$ cat config.mk
export PLATFORM = sky130hd
export DESIGN_NAME = clr_ctrl
export DESIGN_NICKNAME = d
export VERILOG_FILES = /design/src/hdl/clr_pkg.sv /design/src/hdl/clr_ctrl.sv
export SDC_FILE = /design/constraint.sdc
export NUM_CORES = 1
export LEC_CHECK = 0
export BUFFER_PORTS_ARGS = -buffer_cell sky130_fd_sc_hd__buf_2
export CORE_AREA = 3 3 40 42
export CTS_BUF_LIST = sky130_fd_sc_hd__clkbuf_4
export DETAILED_ROUTE_END_ITERATION = 12
export DIE_AREA = 0 0 43 45
export RECOVER_POWER = 50
export SETUP_SLACK_MARGIN = 0.15
export SLEW_MARGIN = 0
export SYNTH_ARGS = -nofsm -noshare
export SYNTH_HDL_FRONTEND = slang
export SYNTH_SLANG_ARGS = --single-unit
$ cat constraint.sdc
create_clock -name clk -period 1.98 [get_ports clk]
set_input_delay 0.396 -clock clk [delete_from_list [all_inputs] [get_ports clk]]
set_output_delay 0.396 -clock clk [all_outputs]
set_load 0.005 [all_outputs]
$ cat src/hdl/clr_pkg.sv
package clr_pkg;

	// Limits of the orbital space
	localparam int MAX_ORBITALS  = 64;
	localparam int MAX_ELECTRONS = 64;

	// Field widths
	localparam int IDX_W   = 7;
	localparam int ADDR_W  = 61;
	localparam int CFG_I_W = 2;

	// Pascal table: rows 0..MAX_ORBITALS, columns 0..MAX_ORBITALS
	localparam int TBL_ROWS  = MAX_ORBITALS + 1;
	localparam int TBL_DEPTH = TBL_ROWS * TBL_ROWS;
	localparam int TBL_AW    = $clog2(TBL_DEPTH);

	// Configuration register indexes
	localparam logic [CFG_I_W-1:0] REG_ELECTRON_COUNT = 2'd0;
	localparam logic [CFG_I_W-1:0] REG_ORBITAL_COUNT  = 2'd1;

	typedef enum logic [2:0] {
		ST_BUILD,
		ST_IDLE,
		ST_SUM,
		ST_DRAIN,
		ST_EMIT
	} clr_state_t;

	// Controller to datapath
	typedef struct packed {
		logic build_step;
		logic take;
		logic sum_issue;
		logic emit;
	} clr_cmd_t;

	// Datapath to controller
	typedef struct packed {
		logic build_done;
		logic need_sum;
		logic in_last;
		logic j_last;
		logic last;
		logic out_free;
	} clr_status_t;

endpackage

$ cat src/hdl/clr_ctrl.sv
module clr_ctrl import clr_pkg::*; (
	input  logic        clk,
	input  logic        arst_n,
	input  logic        in_valid,
	output logic        in_ready,
	input  clr_status_t st,
	output clr_cmd_t    cmd
);

	clr_state_t state_q, state_d;

	// State register
	always_ff @(posedge clk or negedge arst_n) begin
		if (!arst_n) begin
			state_q <= ST_BUILD;
		end else begin
			state_q <= state_d;
		end
	end

	// Next state and commands
	always_comb begin
		state_d  = state_q;
		cmd      = '0;
		in_ready = 1'b0;
		unique case (state_q)
			ST_BUILD: begin
				cmd.build_step = !st.build_done;
				if (st.build_done) begin
					state_d = ST_IDLE;
				end
			end
			ST_IDLE: begin
				in_ready = 1'b1;
				cmd.take = in_valid;
				if (in_valid) begin
					priority if (st.need_sum) begin
						state_d = ST_SUM;
					end else if (st.in_last) begin
						state_d = ST_EMIT;
					end
				end
			end
			ST_SUM: begin
				cmd.sum_issue = 1'b1;
				if (st.j_last) begin
					state_d = ST_DRAIN;
				end
			end
			ST_DRAIN: begin
				state_d = st.last ? ST_EMIT : ST_IDLE;
			end
			ST_EMIT: begin
				cmd.emit = st.out_free;
				if (st.out_free) begin
					state_d = ST_IDLE;
				end
			end
			default: begin
				state_d = ST_IDLE;
			end
		endcase
	end

endmodule

==> results of run 1 <==
[stage by stage]
| stage | util | std cells | power [W] | worst slack [ns] |
|---|---|---|---|---|
| 6_report | 0.276 | 59 | 0.000438 | 0.450 |
| 5_1_grt | 0.276 | 59 | 0.000484 | 0.326 |
| 4_1_cts | 0.277 | 59 | 0.000446 | 0.445 |
| 3_5_place_dp | 0.245 | 54 | 0.000323 | 0.660 |
| 3_3_place_gp | 0.245 | 54 | 0.000321 | 0.679 |
| 2_1_floorplan | - | 27 | 0.000270 | 0.803 |
[path summary, 6_finish.rpt]
kind / to / slack (ns)
setup / recovery: cmd[2] / 0.45
hold / removal: state_q[1] / 0.46
setup reg to reg: state_q[0] / 0.66
hold reg to reg: state_q[1] / 0.56
max in group asynchronous: state_q[1] / 1.33
min in group asynchronous: state_q[2] / 0.50
[report_power, final]
part / internal (W) / switching (W)
clock: 0.0000890 / 0.0000289
combinational: 0.0000981 / 0.0000754
sequential: 0.0000854 / 0.0000616
total: 0.000272 / 0.000166
[cell usage after synthesis, drive strengths merged]
cell type  number  area share
nor2            4       0.062
nand2b          3       0.088
o211ai          1       0.031
nor3            1       0.021
o31ai           1       0.052
dfrtp           3        0.31
a2111oi         1       0.062
nand2           2       0.031
a21oi           3       0.062
nor4            1       0.026
buf             1       0.046
nor2b           1       0.026
inv             1       0.015
nand4bb         1       0.046
nand4b          1       0.036
nor4b           1       0.062
or2             1       0.026
[layout make-up]
type,instances,area share
Sequential cell,3,0.212
Clock buffer,4,0.0848
Timing Repair Buffer,14,0.208
Tap cell,15,0.0530
Inverter,1,0.0106
Multi-Input combinational cell,22,0.431
[what timing repair did]
item | 4_1_cts | 5_1_grt
hold endpoints to repair | 3 | 0
setup endpoints to repair | 0 | 0
hold buffers | 1 | 0
[worst max-delay path: stages (launching register included)]
cell,delay [ns]
dfrtp_1,0.50
nand2b_1,0.22
nor2_1,0.08
buf_2,0.11
[kinds of logic (layout without fill, tap and decap cells)]
logic type             count (synthesis)  after routing  share of synthesized area
buffers and inverters                  2             19                     0.0618
AO/OA/AOI/OAI                          6              6                      0.206
flip-flops                             3              3                      0.309
AND/OR/NAND/NOR                       16             16                      0.423
[metal layers]
layer,vias to the layer above,routed length [um]
met3,0,51
met5,-,0
li1,132,-
met4,0,0
met1,112,255
met2,8,251
==> metrics.csv, run 1 <==
stage,metric,value,unit
layout,nFillCells,153,
min_path,hold_class,input port to flip-flop,
layout,layout_commonest_cell,buf_2,
yosys,ys_warn_count,0,
timing,finalCriticalPeriod,1.53,ns
die,row_count,13,
global_routing,grt_pass1_vias,238,
worst_setup_path,startpoint,state_q[1],
layout,largest_reg_flops,3,
global_routing,grt_remaining_overflow,0,
timing,finalCritPeriodShare,0.773,
global_routing,grt_usage,0.0668,
timing,rsz0062_at_grt,no,
cts,cts_made_buffers,3,
die,chipWidth,43,um
drt,postRouteAntennaNets,0,
placement,post_dp_cell_area,315,um2
drt,wl_per_cell,9.47,um
global_routing,antenna_found_initial,0,
layout,regArea,75.1,um2
cts,cts_setup_buffers,0,
layout,syn2layout_area_growth,45.9,%
global_routing,top_usage_layer,met2,
run_status,status,"complete, no violations",
global_routing,grt_pass1_wl,903,um
die,fp.dieH,45,um
worst_setup_path,required,1.58,ns
placement,routabilityCongestion,0.657,
timing,tightestPinTransition,0.363,ns
power_and_ir_drop,leakagePower,0.163,nW
layout,final_cell_area,354,um2
power_and_ir_drop,power.density,1240,nW/um2
yosys,synth_cell_types,18,
die,die_area,1940,um2
drt,dr.pass1.iters,3,
die,start_util,0.189,
worst_setup_path,path_class,flip-flop to output port,
layout,diodes,0,
timing,fmax,654,MHz
drt,wl,559,um
cts,clock_sinks,3,
drt,dr_total_vias,252,
drt,drcViolationCount,0,
worst_setup_path,cp-end-kind,output port,
worst_setup_path,worstPathArrival,1.13,ns
job,max-cap-violations,0,
die,core,1280,um2
drt,vias_per_cell,4.27,
power_and_ir_drop,ir_worst_vdd,0.000273,V
worst_setup_path,path_max_fanout,12,
timing,final.setup.tns,0,ns
min_path,hold_depth,3,
die,io_pins,14,
drt,drt_iter0_drc,1,
yosys,syn-cell-area,243,um2
timing,finalSetupViolations,0,
worst_setup_path,r2r_cells,3,
global_routing,grtUsageMet2,0.0838,
layout,drive_gt1_frac,0.455,
cts,cts_tree,done,
yosys,ys_seq_area_frac,0.309,
timing,slew_headroom,0.758,
cts,post_cts_resized,0,
placement,io_buffers,13,
yosys,ys_ff_latch,3,
layout,multiInputGateArea,153,um2
global_routing,grt_max_degree,13,
cts,htreeDepth,1,
timing,hold_ws,0.465,ns
global_routing,use_met1,0.0825,
cts,worstSkewPairLatency,0.23,ns
worst_setup_path,start_kind,flip-flop,
placement,dp_hpwl,444,um
worst_setup_path,r2r-start,state_q[1],
global_routing,met3_usage,0.0239,
cts,clock-root-buffer,clkbuf_4,
min_path,hold_start,st[4],
layout,layout_common_cells,"buf_2, nor2_1, clkbuf_4",
yosys,avgSynthCellArea,8.99,um2
timing,slew_violations,0,
yosys,syn_inst,27,
cts,clk_pin_slew_worst_paths,0.03,ns
cts,clockBufferDepth,2,
layout,nets,54,
timing,finClkSkew,0.00101,ns
timing,final_hold_viol_count,0,
layout,reg_top3,state_q: 3 flops,
layout,largest-register,state_q,
yosys,syn-num-nets,36,
(Power assumes the default switching activity.)
==> run 2, diff against run 1 <==
==> constraint.sdc (replaced) <==
create_clock -name clk -period 1.4 [get_ports clk]
set_input_delay 0.28 -clock clk [delete_from_list [all_inputs] [get_ports clk]]
set_output_delay 0.28 -clock clk [all_outputs]
set_load 0.005 [all_outputs]
==> run 2 against run 1 <==
Non-clock buffer count rose by 8. Flip-flop and latch count did not move. Wire length rose by 59%. Global-route usage rose by 3.3 points. Critical endpoint is now in_ready.
==> metrics.csv, run 2 (synthesis gave the netlist of run 1 again) <==
stage,metric,value,unit,change
layout,reg_top3,state_q: 3 flops,,unchanged
cts,cts_made_buffers,3,,unchanged
drt,drt_iter0_drc,4,,was 1
timing,final.setup.tns,0,ns,unchanged
layout,nets,62,,was 54
timing,rsz0062_at_grt,yes,,was no
timing,final_hold_viol_count,0,,unchanged
power_and_ir_drop,ir_worst_vdd,0.000490,V,was 0.000273 V
global_routing,grt_remaining_overflow,0,,unchanged
min_path,hold_depth,3,,unchanged
die,die_area,1940,um2,unchanged
die,fp.dieH,45,um,unchanged
run_status,status,"complete, no violations",,unchanged
global_routing,antenna_found_initial,0,,unchanged
timing,slew_headroom,0.819,,was 0.758
timing,tightestPinTransition,0.271,ns,was 0.363 ns
worst_setup_path,path_depth,3,,unchanged
drt,vias_per_cell,4.58,,was 4.27
layout,syn2layout_area_growth,101,%,was 45.9%
timing,finalCriticalPeriod,1.33,ns,
worst_setup_path,path_class,flip-flop to output port,,unchanged
min_path,hold_class,input port to flip-flop,,unchanged
timing,slew_violations,0,,unchanged
min_path,hold_start,st[4],,unchanged
timing,fmax,751,MHz,
layout,layout_common_cells,"buf_2, buf_4, clkbuf_4",,"was buf_2, nor2_1, clkbuf_4"
layout,diodes,0,,unchanged
worst_setup_path,required,1.12,ns,was 1.58 ns
die,start_util,0.189,,unchanged
global_routing,grt_usage,0.100,,was 0.0668
min_path,min_to,state_q[1],,unchanged
worst_setup_path,worstPathArrival,1.05,ns,was 1.13 ns
power_and_ir_drop,clockPowerShare,0.189,,was 0.269
layout,largest-register,state_q,,unchanged
die,core,1280,um2,unchanged
power_and_ir_drop,swShare,0.394,,was 0.379
cts,clockBufferDepth,2,,unchanged
die,chipWidth,43,um,unchanged
timing,finalCritPeriodShare,0.952,,
global_routing,grt_max_degree,7,,was 13
placement,routabilityCongestion,0.630,,was 0.657
power_and_ir_drop,power.density,1890,nW/um2,was 1240 nW/um2
worst_setup_path,max_stage_delay,0.44,ns,was 0.50 ns
placement,dp_hpwl,515,um,was 444 um
worst_setup_path,start_kind,flip-flop,,unchanged
layout,nFillCells,138,,was 153
cts,clock_sinks,3,,unchanged
layout,largest_reg_flops,3,,unchanged
timing,finalSetupViolations,0,,unchanged
power_and_ir_drop,power.internal,0.000558,W,was 0.000272 W
worst_setup_path,path_delay_family,flip-flops,,unchanged
drt,wl_per_cell,13.3,um,was 9.47 um
worst_setup_path,r2r_slack,0.12,ns,was 0.66 ns
drt,dr.pass1.iters,4,,was 3
worst_setup_path,r2r_cells,4,,was 3
worst_setup_path,cp-end-kind,output port,,unchanged
job,max-cap-violations,0,,unchanged
power_and_ir_drop,p_comb_frac,0.594,,was 0.396
worst_setup_path,critical_path.cell_chain,nand2b_4 > nor2_2 > buf_2,,was nand2b_1 > nor2_1 > buf_2
power_and_ir_drop,p_seq_frac,0.217,,was 0.335
cts,worstSkewPairLatency,0.23,ns,about the same
layout,fin_util,0.380,,was 0.276
global_routing,grt_pass1_vias,323,,was 238
cts,clk_pin_slew_worst_paths,0.04,ns,was 0.03 ns
cts,htreeDepth,1,,unchanged
drt,postRouteAntennaNets,0,,unchanged
drt,dr_total_vias,307,,was 252
layout,layout_commonest_cell,buf_2,,unchanged
worst_setup_path,path_max_fanout,5,,was 12
die,row_count,13,,unchanged
worst_setup_path,crit_slowest_cell,dfrtp_2,,was dfrtp_1
cts,cts_tree,done,,unchanged
worst_setup_path,r2r-end,state_q[0],,unchanged
die,io_pins,14,,unchanged
cts,clock-root-buffer,clkbuf_4,,unchanged
layout,drive_gt1_frac,0.712,,was 0.455
placement,io_buffers,13,,unchanged
drt,wl,889,um,was 559 um
power_and_ir_drop,switching_power,0.000363,W,was 0.000166 W
worst_setup_path,r2r-start,state_q[1],,unchanged
power_and_ir_drop,leakagePower,0.214,nW,was 0.163 nW
drt,drcViolationCount,0,,unchanged
global_routing,grt_pass1_wl,1.36,mm,was 903 um
timing,finClkSkew,0.000474,ns,was 0.00101 ns
worst_setup_path,cp_num_buf_inv,1,,unchanged
==> run 2: cell types whose count changed in the layout (fill, tap and decap cells not counted), sizes merged <==
cell / before / now
buf: 12 / 20
==> run 2: through the flow <==
step                power (W)  hold WS (ns)  area, um2  cells  worst slack (ns)
CTS                  0.000833         0.346        442     65            0.0317
global placement     0.000454        0.0806        315     54             0.168
finish               0.000921         0.362        488     67            0.0677
global route         0.000986         0.358        488     67           0.00782
floorplan            0.000382       -0.0156        243     27             0.337
detailed placement   0.000465        0.0780        315     54            0.0978
==> run 2: final cells by class <==
type	count	area, um2	area share
sequential	3	78.8	0.162
multi-input combinational	22	211	0.433
inverter	1	3.75	0.00769
timing repair buffer	22	145	0.297
clock buffer	4	30.0	0.0615
tap	15	18.8	0.0385
==> run 2: how the worst max path moves through the flow <==
stage	from	endpoint
6_report	state_q[2]	in_ready
5_1_grt	state_q[1]	cmd[2]
4_1_cts	state_q[2]	cmd[3]
3_5_place_dp	state_q[1]	state_q[0]
3_3_place_gp	state_q[1]	state_q[0]
2_1_floorplan	state_q[1]	state_q[0]
==> run 2: power groups by stage <==
stage               logic, W  clock network (W)  registers (W)
global route        0.000581           0.000196       0.000209
floorplan           0.000212                  0       0.000170
global placement    0.000248                  0       0.000206
finish              0.000547           0.000174       0.000200
detailed placement  0.000255                  0       0.000210
CTS                 0.000464           0.000184       0.000185
==> run 2: timing repair <==
action	in CTS	in global routing
pin swaps	3	5
endpoints found under the hold margin	3	0
hold buffers	1	0
resized for setup	10	8
setup endpoints to repair	6	7
setup buffers	6	2
==> run 2: layer usage <==
metal / GRT usage / up-vias / part of all wire
li1: - / 151 / -
met1: 0.107 / 148 / 0.42
met2: 0.156 / 8 / 0.52
met3: 0.0359 / 0 / 0.060
met4: 0.0904 / 0 / 0
met5: 0 / - / 0
==> run 2: worst register-to-register path, stage by stage, from the launching register on <==
cell,delay (ns)
dfrtp_2,0.45
buf_6,0.15
buf_4,0.14
a2111oi_4,0.30
o31ai_2,0.10
